==> src/assert_macros.svh <==
// Assertion macros shared by the battery charge supervisor RTL.
`ifndef ASSERT_MACROS_SVH
`define ASSERT_MACROS_SVH

// Clocked check, switched off while reset is held.
`define BCS_ASSERT(label, prop, msg) \
    label: assert property (@(posedge i_clk) disable iff (!i_rst_n) (prop)) else $error(msg);

// Clocked check that also holds while reset is held.
`define BCS_ASSERT_ALWAYS(label, prop, msg) \
    label: assert property (@(posedge i_clk) (prop)) else $error(msg);

`endif

==> src/bcs_pkg.sv <==
// Shared types, constants and the current level table of the battery charge supervisor.
`default_nettype none

package bcs_pkg;

    localparam int CURRENT_LEVELS = 16;
    localparam int ADC_BITS       = 10;

    localparam int MV_W    = 13;
    localparam int MA_W    = 11;
    localparam int ISEN_W  = 15;
    localparam int LEVEL_W = 4;
    localparam int START_W = 4;
    localparam int WAIT_W  = 6;
    localparam int CFG_W   = 13;
    localparam int CFG_IDX_W = 3;

    localparam int FULL_MV     = 5600;
    localparam int ADC_FULL    = (1 << ADC_BITS) - 1;
    localparam int LEVEL_COUNT = (CURRENT_LEVELS < 16) ? CURRENT_LEVELS : 16;

    localparam logic [MA_W-1:0]    RST_MAX_CURRENT  = MA_W'(450);
    localparam logic [MA_W-1:0]    RST_MIN_CURRENT  = MA_W'(50);
    localparam logic [MV_W-1:0]    RST_RECHARGE_MV  = MV_W'(3800);
    localparam logic [START_W-1:0] RST_START_TICKS  = START_W'(3 * 2);
    localparam logic [WAIT_W-1:0]  RST_WAIT_TICKS   = WAIT_W'(10 * 2);

    localparam logic [MA_W-1:0] LEVEL_LIMIT [16] = '{
        MA_W'(70),   MA_W'(200),  MA_W'(300),  MA_W'(450),
        MA_W'(550),  MA_W'(650),  MA_W'(700),  MA_W'(800),
        MA_W'(900),  MA_W'(1000), MA_W'(1100), MA_W'(1200),
        MA_W'(1300), MA_W'(1400), MA_W'(1500), MA_W'(1600)
    };

    typedef enum logic {
        OP_TICK   = 1'b0,
        OP_DETECT = 1'b1
    } t_opcode;

    typedef enum logic [1:0] {
        EV_NONE     = 2'd0,
        EV_STARTED  = 2'd1,
        EV_COMPLETE = 2'd2,
        EV_RESTART  = 2'd3
    } t_event;

    typedef enum logic [CFG_IDX_W-1:0] {
        CFG_MAX_CURRENT  = 3'd0,
        CFG_MIN_CURRENT  = 3'd1,
        CFG_RECHARGE_MV  = 3'd2,
        CFG_START_TICKS  = 3'd3,
        CFG_WAIT_TICKS   = 3'd4
    } t_cfg_index;

    typedef struct packed {
        logic               valid;
        logic [LEVEL_W-1:0] level;
    } t_level;

    // Highest table entry whose limit is not above the maximum current.
    function automatic t_level level_of(input logic [MA_W-1:0] max_ma);
        t_level res;
        res.valid = 1'b0;
        res.level = '0;
        for (int i = 0; i < LEVEL_COUNT; i++) begin
            if (max_ma >= LEVEL_LIMIT[i]) begin
                res.valid = 1'b1;
                res.level = LEVEL_W'(i);
            end
        end
        return res;
    endfunction

endpackage

`default_nettype wire

==> src/bcs_scale.sv <==
// ADC code to millivolt conversion: full-scale product divided by the full-scale code.
`default_nettype none

module bcs_scale (
    input  wire logic [bcs_pkg::ADC_BITS-1:0] i_code,
    output logic      [bcs_pkg::MV_W-1:0]     o_mv
);
    import bcs_pkg::*;

    localparam int PROD_W = MV_W + ADC_BITS;
    localparam int SUM_W  = PROD_W + 1;
    localparam int Q_W    = SUM_W - ADC_BITS;

    logic [PROD_W-1:0] prod;
    logic [SUM_W-1:0]  approx;
    logic [Q_W-1:0]    q_est;
    logic [SUM_W-1:0]  q_back;
    logic [SUM_W-1:0]  rem;

    // Divide by 2^N - 1 as a multiply by 2^N/(2^N - 1): the series estimate
    // is at most one low, so one compare and step fixes it.
    assign prod   = PROD_W'(i_code) * PROD_W'(FULL_MV);
    assign approx = SUM_W'(prod) + SUM_W'(prod >> ADC_BITS) + SUM_W'(prod >> (2 * ADC_BITS));
    assign q_est  = approx[SUM_W-1:ADC_BITS];
    assign q_back = (SUM_W'(q_est) << ADC_BITS) - SUM_W'(q_est);
    assign rem    = SUM_W'(prod) - q_back;

    always_comb begin
        if (rem >= SUM_W'(ADC_FULL)) begin
            o_mv = MV_W'(q_est + Q_W'(1));
        end else begin
            o_mv = MV_W'(q_est);
        end
    end

endmodule

`default_nettype wire

==> src/battery_charge_supervisor.sv <==
// Top level of the battery charge supervisor: item pipeline, charge state and result register.
//
//   channel | direction | handshake                 | payload
//   --------+-----------+---------------------------+-------------------------------------------
//   in      | input     | i_in_valid / o_in_stall   | opcode, charger_present, cv_detected, codes
//   out     | output    | o_out_valid / i_out_stall | charger_on ... event_res
//   cfg     | input     | i_cfg_we (no handshake)   | i_cfg_index, i_cfg_data
//
// One item per cycle sustained while the output does not stall; an accepted item
// passes through the input register, the conversion register and the result
// register before its result shows on the output.
// The charge state is updated in the last stage only.
// Synchronous active-low reset clears the pipeline, the charge state and
// restores the register defaults. A stall on the output backs up stage by stage
// and reaches o_in_stall only once every stage holds an item.
`default_nettype none

module battery_charge_supervisor (
    input  wire logic                           i_clk,
    input  wire logic                           i_rst_n,

    input  wire logic                           i_cfg_we,
    input  wire logic [bcs_pkg::CFG_IDX_W-1:0]  i_cfg_index,
    input  wire logic [bcs_pkg::CFG_W-1:0]      i_cfg_data,

    input  wire logic                           i_in_valid,
    output logic                                o_in_stall,
    input  wire logic                           i_opcode,
    input  wire logic                           i_charger_present,
    input  wire logic                           i_cv_detected,
    input  wire logic [bcs_pkg::ADC_BITS-1:0]   i_vbat_code,
    input  wire logic [bcs_pkg::ADC_BITS-1:0]   i_isense_code,

    output logic                                o_out_valid,
    input  wire logic                           i_out_stall,
    output logic                                o_charger_on,
    output logic                                o_cc_mode,
    output logic [bcs_pkg::LEVEL_W-1:0]         o_current_level,
    output logic                                o_level_valid,
    output logic [bcs_pkg::MV_W-1:0]            o_vbat_mv,
    output logic [bcs_pkg::ISEN_W-1:0]          o_isense_ma,
    output logic                                o_charging,
    output logic [1:0]                          o_event_res
);
    import bcs_pkg::*;

    `include "assert_macros.svh"

    // Configuration registers.
    logic [MA_W-1:0]    r_max_current;
    logic [MA_W-1:0]    r_min_current;
    logic [MV_W-1:0]    r_recharge_mv;
    logic [START_W-1:0] r_start_ticks;
    logic [WAIT_W-1:0]  r_wait_ticks;

    // Stage 1: raw item.
    logic                r_s1_valid;
    t_opcode             r_s1_op;
    logic                r_s1_present;
    logic                r_s1_cv;
    logic [ADC_BITS-1:0] r_s1_vbat_code;
    logic [ADC_BITS-1:0] r_s1_isense_code;

    // Stage 2: item with both voltages in millivolts.
    logic                r_s2_valid;
    t_opcode             r_s2_op;
    logic                r_s2_present;
    logic                r_s2_cv;
    logic [MV_W-1:0]     r_s2_vbat_mv;
    logic [MV_W-1:0]     r_s2_sense_mv;

    // Stage 3: result register.
    logic                r_s3_valid;
    logic                r_o_charger_on;
    logic                r_o_cc_mode;
    t_level              r_o_level;
    logic [MV_W-1:0]     r_o_vbat_mv;
    logic [ISEN_W-1:0]   r_o_isense_ma;
    logic                r_o_charging;
    t_event              r_o_event;

    // Charge state.
    logic                r_prev_present, n_prev_present;
    logic                r_charging,     n_charging;
    logic [START_W-1:0]  r_start_count,  n_start_count;
    logic [WAIT_W-1:0]   r_recharge_count, n_recharge_count;
    logic                r_charger_en,   n_charger_en;
    logic                r_cc_en,        n_cc_en;

    logic                n_vbat_zero_on_detect;
    logic [MV_W-1:0]     n_vbat_mv;
    logic [ISEN_W-1:0]   n_isense_ma;
    t_event              n_event;
    t_level              level_now;

    logic [MV_W-1:0]     s1_vbat_mv;
    logic [MV_W-1:0]     s1_sense_mv;

    logic                ready1, ready2, ready3;
    logic                take_in, adv12, adv23;

    // ---------------------------------------------------------------------
    // Handshake: each stage moves when the stage after it is free or moving.
    // ---------------------------------------------------------------------
    assign ready3  = !r_s3_valid || !i_out_stall;
    assign ready2  = !r_s2_valid || ready3;
    assign ready1  = !r_s1_valid || ready2;
    assign take_in = i_in_valid && ready1;
    assign adv12   = r_s1_valid && ready2;
    assign adv23   = r_s2_valid && ready3;

    assign o_in_stall = !ready1;

    // ---------------------------------------------------------------------
    // Configuration writes; indexes beyond the list are dropped.
    // ---------------------------------------------------------------------
    always_ff @(posedge i_clk) begin
        if (!i_rst_n) begin
            r_max_current <= RST_MAX_CURRENT;
            r_min_current <= RST_MIN_CURRENT;
            r_recharge_mv <= RST_RECHARGE_MV;
            r_start_ticks <= RST_START_TICKS;
            r_wait_ticks  <= RST_WAIT_TICKS;
        end else if (i_cfg_we) begin
            case (i_cfg_index)
                CFG_MAX_CURRENT: begin
                    r_max_current <= i_cfg_data[MA_W-1:0];
                end
                CFG_MIN_CURRENT: begin
                    r_min_current <= i_cfg_data[MA_W-1:0];
                end
                CFG_RECHARGE_MV: begin
                    r_recharge_mv <= i_cfg_data[MV_W-1:0];
                end
                CFG_START_TICKS: begin
                    r_start_ticks <= i_cfg_data[START_W-1:0];
                end
                CFG_WAIT_TICKS: begin
                    r_wait_ticks <= i_cfg_data[WAIT_W-1:0];
                end
                default: begin
                end
            endcase
        end
    end

    // ---------------------------------------------------------------------
    // Stage 1: capture the item as it arrives.
    // ---------------------------------------------------------------------
    always_ff @(posedge i_clk) begin
        if (!i_rst_n) begin
            r_s1_valid <= 1'b0;
        end else if (ready1) begin
            r_s1_valid <= i_in_valid;
        end
    end

    always_ff @(posedge i_clk) begin
        if (take_in) begin
            r_s1_op          <= t_opcode'(i_opcode);
            r_s1_present     <= i_charger_present;
            r_s1_cv          <= i_cv_detected;
            r_s1_vbat_code   <= i_vbat_code;
            r_s1_isense_code <= i_isense_code;
        end
    end

    // ---------------------------------------------------------------------
    // Stage 2: scale both codes to millivolts.
    // ---------------------------------------------------------------------
    bcs_scale u_scale_vbat (
        .i_code (r_s1_vbat_code),
        .o_mv   (s1_vbat_mv)
    );

    bcs_scale u_scale_sense (
        .i_code (r_s1_isense_code),
        .o_mv   (s1_sense_mv)
    );

    always_ff @(posedge i_clk) begin
        if (!i_rst_n) begin
            r_s2_valid <= 1'b0;
        end else if (ready2) begin
            r_s2_valid <= r_s1_valid;
        end
    end

    always_ff @(posedge i_clk) begin
        if (adv12) begin
            r_s2_op       <= r_s1_op;
            r_s2_present  <= r_s1_present;
            r_s2_cv       <= r_s1_cv;
            r_s2_vbat_mv  <= s1_vbat_mv;
            r_s2_sense_mv <= s1_sense_mv;
        end
    end

    // ---------------------------------------------------------------------
    // Stage 3: charge state update for the item leaving stage 2.
    // ---------------------------------------------------------------------
    always_comb begin
        logic [MV_W-1:0] diff;
        logic            reached;

        n_prev_present   = r_prev_present;
        n_charging       = r_charging;
        n_start_count    = r_start_count;
        n_recharge_count = r_recharge_count;
        n_charger_en     = r_charger_en;
        n_cc_en          = r_cc_en;
        n_event          = EV_NONE;
        level_now        = level_of(r_max_current);

        // Voltage difference only counts when sense is above the battery.
        if (r_s2_sense_mv >= r_s2_vbat_mv) begin
            diff = r_s2_sense_mv - r_s2_vbat_mv;
        end else begin
            diff = '0;
        end

        n_vbat_zero_on_detect = (r_s2_op == OP_DETECT);
        n_vbat_mv   = n_vbat_zero_on_detect ? '0 : r_s2_vbat_mv;
        n_isense_ma = n_vbat_zero_on_detect ? '0 :
                      (ISEN_W'(diff) << 2) + ISEN_W'(diff);
        reached     = 1'b0;

        if (r_s2_op == OP_DETECT) begin
            // Detect interrupt: drop the debounce and the charging flag.
            n_start_count = '0;
            n_charging    = 1'b0;
        end else begin
            // Follow charger insertion and removal.
            if (r_prev_present != r_s2_present) begin
                n_prev_present = r_s2_present;
                n_charger_en   = r_s2_present && level_now.valid;
                n_cc_en        = r_s2_present && level_now.valid;
            end

            if (r_s2_present) begin
                if (r_s2_cv && n_cc_en) begin
                    n_cc_en = 1'b0;
                end
                if (n_isense_ma != '0) begin
                    if (n_isense_ma <= ISEN_W'(r_min_current)) begin
                        // Current down to the minimum: charge complete.
                        n_start_count = '0;
                        n_charger_en  = 1'b0;
                        n_cc_en       = 1'b0;
                        if (r_charging) begin
                            n_event = EV_COMPLETE;
                        end
                    end else if (n_start_count < r_start_ticks) begin
                        n_start_count = n_start_count + START_W'(1);
                    end
                end else begin
                    if (n_start_count != '0) begin
                        n_start_count = n_start_count - START_W'(1);
                    end
                    if (r_s2_vbat_mv < r_recharge_mv) begin
                        if (n_recharge_count != '0) begin
                            n_recharge_count = n_recharge_count - WAIT_W'(1);
                        end else begin
                            // Timeout below the recharge voltage: restart.
                            n_charger_en     = level_now.valid;
                            n_cc_en          = level_now.valid;
                            n_recharge_count = r_wait_ticks;
                            n_event          = EV_RESTART;
                        end
                    end else begin
                        n_recharge_count = '0;
                    end
                end
            end else begin
                n_start_count    = '0;
                n_recharge_count = '0;
            end

            // Debounce settles the charging flag; a start wins over a restart.
            reached = (n_start_count == r_start_ticks);
            if (r_charging != reached) begin
                if (!r_charging && reached) begin
                    n_charging = 1'b1;
                    n_event    = EV_STARTED;
                end else if (n_start_count == '0) begin
                    n_charging = 1'b0;
                end
            end
        end
    end

    always_ff @(posedge i_clk) begin
        if (!i_rst_n) begin
            r_s3_valid       <= 1'b0;
            r_prev_present   <= 1'b0;
            r_charging       <= 1'b0;
            r_start_count    <= '0;
            r_recharge_count <= '0;
            r_charger_en     <= 1'b0;
            r_cc_en          <= 1'b0;
        end else begin
            if (ready3) begin
                r_s3_valid <= r_s2_valid;
            end
            if (adv23) begin
                r_prev_present   <= n_prev_present;
                r_charging       <= n_charging;
                r_start_count    <= n_start_count;
                r_recharge_count <= n_recharge_count;
                r_charger_en     <= n_charger_en;
                r_cc_en          <= n_cc_en;
            end
        end
    end

    // Result payload: hold while the output is stalled.
    always_ff @(posedge i_clk) begin
        if (adv23) begin
            r_o_charger_on <= n_charger_en;
            r_o_cc_mode    <= n_cc_en;
            r_o_level      <= level_now;
            r_o_vbat_mv    <= n_vbat_mv;
            r_o_isense_ma  <= n_isense_ma;
            r_o_charging   <= n_charging;
            r_o_event      <= n_event;
        end
    end

    assign o_out_valid     = r_s3_valid;
    assign o_charger_on    = r_o_charger_on;
    assign o_cc_mode       = r_o_cc_mode;
    assign o_current_level = r_o_level.level;
    assign o_level_valid   = r_o_level.valid;
    assign o_vbat_mv       = r_o_vbat_mv;
    assign o_isense_ma     = r_o_isense_ma;
    assign o_charging      = r_o_charging;
    assign o_event_res     = r_o_event;

    // ---------------------------------------------------------------------
    // Checks
    // ---------------------------------------------------------------------
    `BCS_ASSERT(a_cc_needs_charger, !r_cc_en || r_charger_en, "cc mode on with charger off")
    `BCS_ASSERT(a_complete_turns_off, (o_out_valid && r_o_event == EV_COMPLETE) |-> !o_charger_on, "charge complete left the charger on")
    `BCS_ASSERT(a_started_sets_flag, (o_out_valid && r_o_event == EV_STARTED) |-> o_charging, "start event without charging flag")
    `BCS_ASSERT(a_restart_follows_level, (o_out_valid && r_o_event == EV_RESTART) |-> (o_charger_on == o_level_valid), "restart charger state does not follow level")

endmodule

`default_nettype wire

==> config.mk <==
export PLATFORM = sky130hd
export DESIGN_NAME = battery_charge_supervisor
export DESIGN_NICKNAME = d
export VERILOG_FILES = /design/src/bcs_pkg.sv /design/src/bcs_scale.sv /design/src/battery_charge_supervisor.sv
export VERILOG_INCLUDE_DIRS = /design/src /design/src/src
export SDC_FILE = /design/constraint.sdc
export NUM_CORES = 1
export LEC_CHECK = 0
export ABC_AREA = 1
export ABC_CLOCK_PERIOD_IN_PS = 13000
export BUFFER_PORTS_ARGS = -buffer_cell sky130_fd_sc_hd__buf_2
export CAP_MARGIN = 20
export CORE_UTILIZATION = 50
export DETAILED_ROUTE_END_ITERATION = 10
export PLACE_DENSITY_LB_ADDON = 0.12
export RECOVER_POWER = 100
export SYNTH_ARGS = -nofsm -noshare
export SYNTH_HDL_FRONTEND = slang
export SYNTH_SLANG_ARGS = --single-unit
==> constraint.sdc <==
create_clock -name i_clk -period 13 [get_ports i_clk]
set_clock_uncertainty 0.2 [all_clocks]
set_input_delay 1.3 -clock i_clk [delete_from_list [all_inputs] [get_ports i_clk]]
set_output_delay 1.3 -clock i_clk [all_outputs]
set_load 0.005 [all_outputs]
Word-level counts from Yosys, hierarchy flattened:

Index checks and enable logic that the tools add are counted.

* output and inout port bits: 40
* input port bits: 44
* flip-flop bits (word level): 152

* magnitude comparators: 22
* reduce and logical (&&, ||, !) cells: 30
* eq/ne operators: 8
* mux-type cells: 59
* multipliers: 2
* bitwise operators: 1
* add/subtract/negate cells: 15

Operators by type and width (number)
* two-way mux 5 bit: 16
* >= comparator 11 x 10 -> 1 bit, second input constant: 6
* >= comparator 11 bit, second input constant: 6
* adder 23 x 13 -> 24 bit: 2
* adder 24 x 3 -> 24 bit: 2
* >= comparator 24 x 10 -> 1 bit, second input constant: 2
* subtractor 23 x 24 -> 24 bit: 2
* subtractor 24 x 14 -> 24 bit: 2
* two-way mux 13 bit: 3
* multiplier 10 x 8 -> 18 bit, second input constant: 2
* two-way mux 4 bit: 7
* adder 13 x 1 -> 13 bit, second input constant: 2
* two-way mux 6 bit: 4
* >= comparator 11 x 9 -> 1 bit, second input constant: 2
* two-way mux 1 bit: 20
* two-way mux 2 bit: 8
* adder 15 x 13 -> 15 bit: 1
* less-or-equal comparator 15 x 11 -> 1 bit: 1
* two-way mux 15 bit: 1
* nonzero test 15 bit: 1
* >= comparator 13 bit: 1
* < comparator 13 bit: 1
* subtractor 13 bit: 1
* >= comparator 11 x 7 -> 1 bit, second input constant: 1
* other kinds (24): 43

Depth between registers and ports, before layout:

* depth after elaboration: 27
* gate-level depth with buffers: 55
* depth with buffers taken out: 55

Modules after synthesis:

A second synthesis with hierarchy kept.

* cells, all modules: 2676
* area, all modules: 18480.2 sq um

Modules (own cells, without submodules)
* battery_charge_supervisor: area each 8680.8 sq um, times used 1, seq. area each 3923.8 sq um, cells each 1089
* bcs_scale (u_scale_vbat): area each 4957.3 sq um, times used 1, seq. area each 0.0 sq um, cells each 801
* bcs_scale (u_scale_sense): area each 4842.1 sq um, times used 1, seq. area each 0.0 sq um, cells each 786

Least setup slack after synthesis:

No wires, ideal clock.

* kind: register to register
* from: reg r_s1_vbat_code[5]
* to: reg r_s2_vbat_mv[3] (data pin)
* period minus slack after synthesis: 8.536 ns
* arrival time: 8.081 ns
* setup slack: 4.464 ns
* library setup time: 0.256 ns
* cell stages (with the launch flop): 51
* path through: edfxtp_1 ha_1 fa_1 fa_1 inv_1 fa_1 inv_1 ha_1 nand2_1 nor2_1 nand4_1 nand3_1 a21boi_0 or2_2 nand2_1 inv_1 ha_1 a21oi_1 (+15 left out) inv_1 ha_1 a21oi_1 o21ai_0 a21oi_1 nand2_1 a31oi_1 o21ai_0 xor2_1 nor2_1 nand2_1 nor2_1 nand3_1 nor2_4 nand3_4 buf_6 nand4_1 nand2_1

* cells in the longest elaborated chain, start to end: 7

Ends and longest elaborated chain
* start, declared: line battery_charge_supervisor.sv:61 `logic [ADC_BITS-1:0] r_s1_vbat_code;`
* start signal, assigned: line battery_charge_supervisor.sv:163 `r_s1_vbat_code <= i_vbat_code;`
* multiplier 10 x 8 -> 18 bit *: line bcs_scale.sv:22 `assign prod = PROD_W'(i_code) * PROD_W'(FULL_MV);`
* adder 23 x 13 -> 24 bit: line bcs_scale.sv:23 `assign approx = SUM_W'(prod) + SUM_W'(prod >> ADC_BITS) + SUM_W'(prod >> (2 * ADC_BITS));`
* adder 24 x 3 -> 24 bit: line bcs_scale.sv:23
* subtractor 24 x 14 -> 24 bit: line bcs_scale.sv:25 `assign q_back = (SUM_W'(q_est) << ADC_BITS) - SUM_W'(q_est);`
* subtractor 23 x 24 -> 24 bit: line bcs_scale.sv:26 `assign rem = SUM_W'(prod) - q_back;`
* >= comparator 24 x 10 -> 1 bit: line bcs_scale.sv:29 `if (rem >= SUM_W'(ADC_FULL)) begin`
* two-way mux 13 bit *: line bcs_scale.sv:29
* net s1_vbat_mv[3]: line battery_charge_supervisor.sv:96 `logic [MV_W-1:0] s1_vbat_mv;`
* end signal, assigned: line battery_charge_supervisor.sv:194 `r_s2_vbat_mv <= s1_vbat_mv;`
* end, declared: line battery_charge_supervisor.sv:69 `logic [MV_W-1:0] r_s2_vbat_mv;`

The timed path passes the listed nets; every way through them passes the cells marked *.
A chain may end at the register's enable or synchronous reset.

Worst setup path after layout:

* from: reg r_s1_vbat_code[5]
* to: reg r_s2_vbat_mv[11] (data pin)

The elaborated chain is that of the path after synthesis.

==> summary.txt <==
Yosys
  – Ys flop type: edfxtp_1
  – Yosys cell types: 54
  – Register bit total from synthesis: 151
  – Part of the Yosys area used for sequential elements: 0.219
  – Synth async-reset ratio: 0
  – Post-synth EDFFs: 90
  – Synthesized Nets: 2901
  – Mean post-synth cell area: 7.05 µm²
  – Post-Syn Instances: 2543
  – Synthesized area: 17900 µm²
  – Yosys warnings: 0

Critical path
  – Max incr delay on CP: 0.55 ns
  – Crit end category: register
  – Slowest stage cell on the critical path: fa_1
  – CP Data Required Time: 12.96 ns
  – Worst EP arrival: 10.27 ns
  – Critical path type: register to register
  – R2R setup slack: 2.69 ns
  – Most frequent CP cell: nand2_1
  – Startpoint class of the critical path: register
  – Maximum fanout along the worst path: 16

STA
  – Max frequency: 97.0 MHz
  – Minimum clock period: 10.31 ns
  – Pins over their slew limit: 148
  – Final period util: 0.793
  – Worst Tran Pin Value: 2.46 ns
  – Slew headroom: -0.643
  – TNS Setup: 0 ns
  – Endpoints failing hold: 0
  – Final setup violation count: 0
  – Unrepaired setup endpoints after global routing: false

Floorplan
  – Die Y: 191 µm
  – # IOs: 84
  – Die area: 36600 µm²
  – Core ar.: 34900 µm²
  – Rows: 68
  – Chip width: 191 µm
  – Initial core utilization: 0.514

Place
  – I/O Buffers: 83
  – Placed Instances: 3065
  – Post-DP HPWL: 38700 µm
  – Placer Congestion: 0.941

Routing
  – Initial DRC count: 1027
  – Total Routed Length: 46100 µm
  – Post-route ant nets: 0
  – Vias: 16500
  – Avg Vias per Cell: 5.33
  – WL/cell: 14.9 µm
  – TritonRoute pass-1 iters: 5
  – Post-route DRC: 0

Global route
  – Number of global-route vias before repair: 15835
  – Antenna violations before repair: 0
  – Global-route wire length before repair: 76200 µm
  – Total GRT Usage: 0.261
  – Largest net degree at the start of global routing: 50
  – GRT overflow: 0

Layout
  – Register area: 3920 µm²
  – Fin util: 0.556
  – N_diodes: 0
  – Fillers: 3365
  – Share of cells above drive strength 1: 0.0681
  – Most common cell after layout, fill and taps aside: nand2_1
  – Post-layout nets: 2987
  – Finished Layout Cells: 3097
  – Area delta synth->final: 8.11%
  – Commonest non-fill, non-tap cells in the layout: nand2_1, inv_1, ha_1
  – Multi-input logic area: 11900 µm²

Clocking
  – Clk buf depth: 2
  – Clock slew seen by the registers of the worst setup and hold paths: 0.07 ns
  – Clk_lat worst skew: 0.44 ns
  – TritonCTS clock tree: done
  – Setup Buffers After CTS: 0
  – Post-cts gate resize count: 0
  – Hold Buf Count CTS: 0
  – Total clock buffers created by CTS: 17
  – Root Driver: clkbuf_16
  – CTS sink cnt: 151
  – H-tree depth: 4

Status
  – Run status: finished with violations
  – Failing checks: capacitance limit, slew limit

Worst hold path
  – Hold Path Class: register to register

Run
  – Max-Cap Viols: 4
-- final timing paths --
| check | from | end | cells past startpoint |
|---|---|---|---|
| min reg2reg | r_s1_op | n_vbat_zero_on_detect | 0 |
| max | r_s1_vbat_code[5] | r_s2_vbat_mv[11] | 49 |
| max reg2reg | r_s1_vbat_code[5] | r_s2_vbat_mv[11] | 49 |
| min | r_s1_op | n_vbat_zero_on_detect | 0 |
-- cell families after synthesis --
logic type               Yosys count  share of synthesized area
AO/OA/AOI/OAI                    347                      0.109
buffers and inverters            553                      0.117
AND/OR/NAND/NOR                 1115                      0.276
XOR/XNOR                          63                     0.0325
flip-flops                       151                      0.219
adder cells (fa/ha/maj)          314                      0.247
-- critical path: cells and delay by family (launching register included) --
family	cells	cell delay, ns
AO/OA/AOI/OAI	7	1.22
XOR/XNOR	1	0.18
AND/OR/NAND/NOR	25	3.41
buffers and inverters	7	0.52
flip-flops	1	0.53
adder cells (fa/ha/maj)	9	3.94
-- synth_stat cells (3+ instances only) --
master,n,share of area
a221oi_1,3,0.0015
nand3_2,17,0.0095
ha_1,248,0.17
edfxtp_1,90,0.15
o21ai_1,15,0.0042
nand3_1,154,0.043
nor2_1,236,0.049
xor2_1,50,0.024
o211ai_1,23,0.0096
nand2_4,3,0.0019
xor2_2,4,0.0036
xnor2_1,9,0.0044
a31oi_1,13,0.0045
dfxtp_1,61,0.068
nand3b_1,16,0.0067
and2_1,3,0.0010
o21a_1,7,0.0029
a211oi_1,11,0.0046
a21oi_1,152,0.042
nor3_1,41,0.011
inv_1,523,0.11
clkbuf_1,16,0.0034
nor4_1,10,0.0035
nand4_1,37,0.013
o21bai_1,8,0.0034
a21o_1,3,0.0013
a21boi_0,3,0.0013
nor2_4,3,0.0019
o21ai_0,96,0.027
nand2_2,34,0.012
nor2_2,13,0.0045
inv_2,7,0.0015
nand2_1,532,0.11
fa_1,66,0.074
or2_2,10,0.0035
-- per-stage QoR --
stage                     hold slack [ns]  cell area, µm²  worst slack [ns]
final                               0.233           19400              2.69
after global routing                0.237           19400              1.90
after CTS                           0.240           19500              3.18
after detailed placement            0.210           18900              3.22
after global placement              0.203           18900              3.23
after floorplan                     0.200           17900              4.46
-- flip-flops by register name, summed over array words and instances (netlist names), 2 cells and up --
| signal | flops |
|---|---|
| o_isense_ma | 15 |
| o_vbat_mv | 13 |
| r_recharge_mv | 13 |
| r_s2_sense_mv | 13 |
| r_s2_vbat_mv | 13 |
| r_min_current | 11 |
| r_max_current | 10 |
| r_s1_isense_code | 10 |
| r_s1_vbat_code | 10 |
| r_recharge_count | 6 |
| r_wait_ticks | 6 |
| o_current_level | 4 |
| r_start_count | 4 |
| r_start_ticks | 4 |
| o_event_res | 2 |
-- routing by layer --
layer | vias to the layer above | track usage | routed length, µm
met5 | - | 0 | 0
met4 | 0 | 0.0839 | 1070
met3 | 70 | 0.0330 | 2350
met2 | 467 | 0.445 | 21400
met1 | 7550 | 0.340 | 21300
li1 | 8413 | - | -
-- cell type report --
type / count / area share
Multi-Input combinational cell: 1839 / 0.612
Sequential cell: 151 / 0.202
Clock buffer: 18 / 0.0232
Clock inverter: 14 / 0.00930
Inverter: 532 / 0.103
Tap cell: 455 / 0.0294
Timing Repair Buffer: 88 / 0.0208
Power is not shown: default switching activity piles up to over one toggle a cycle in this logic, so the estimate is an artifact.
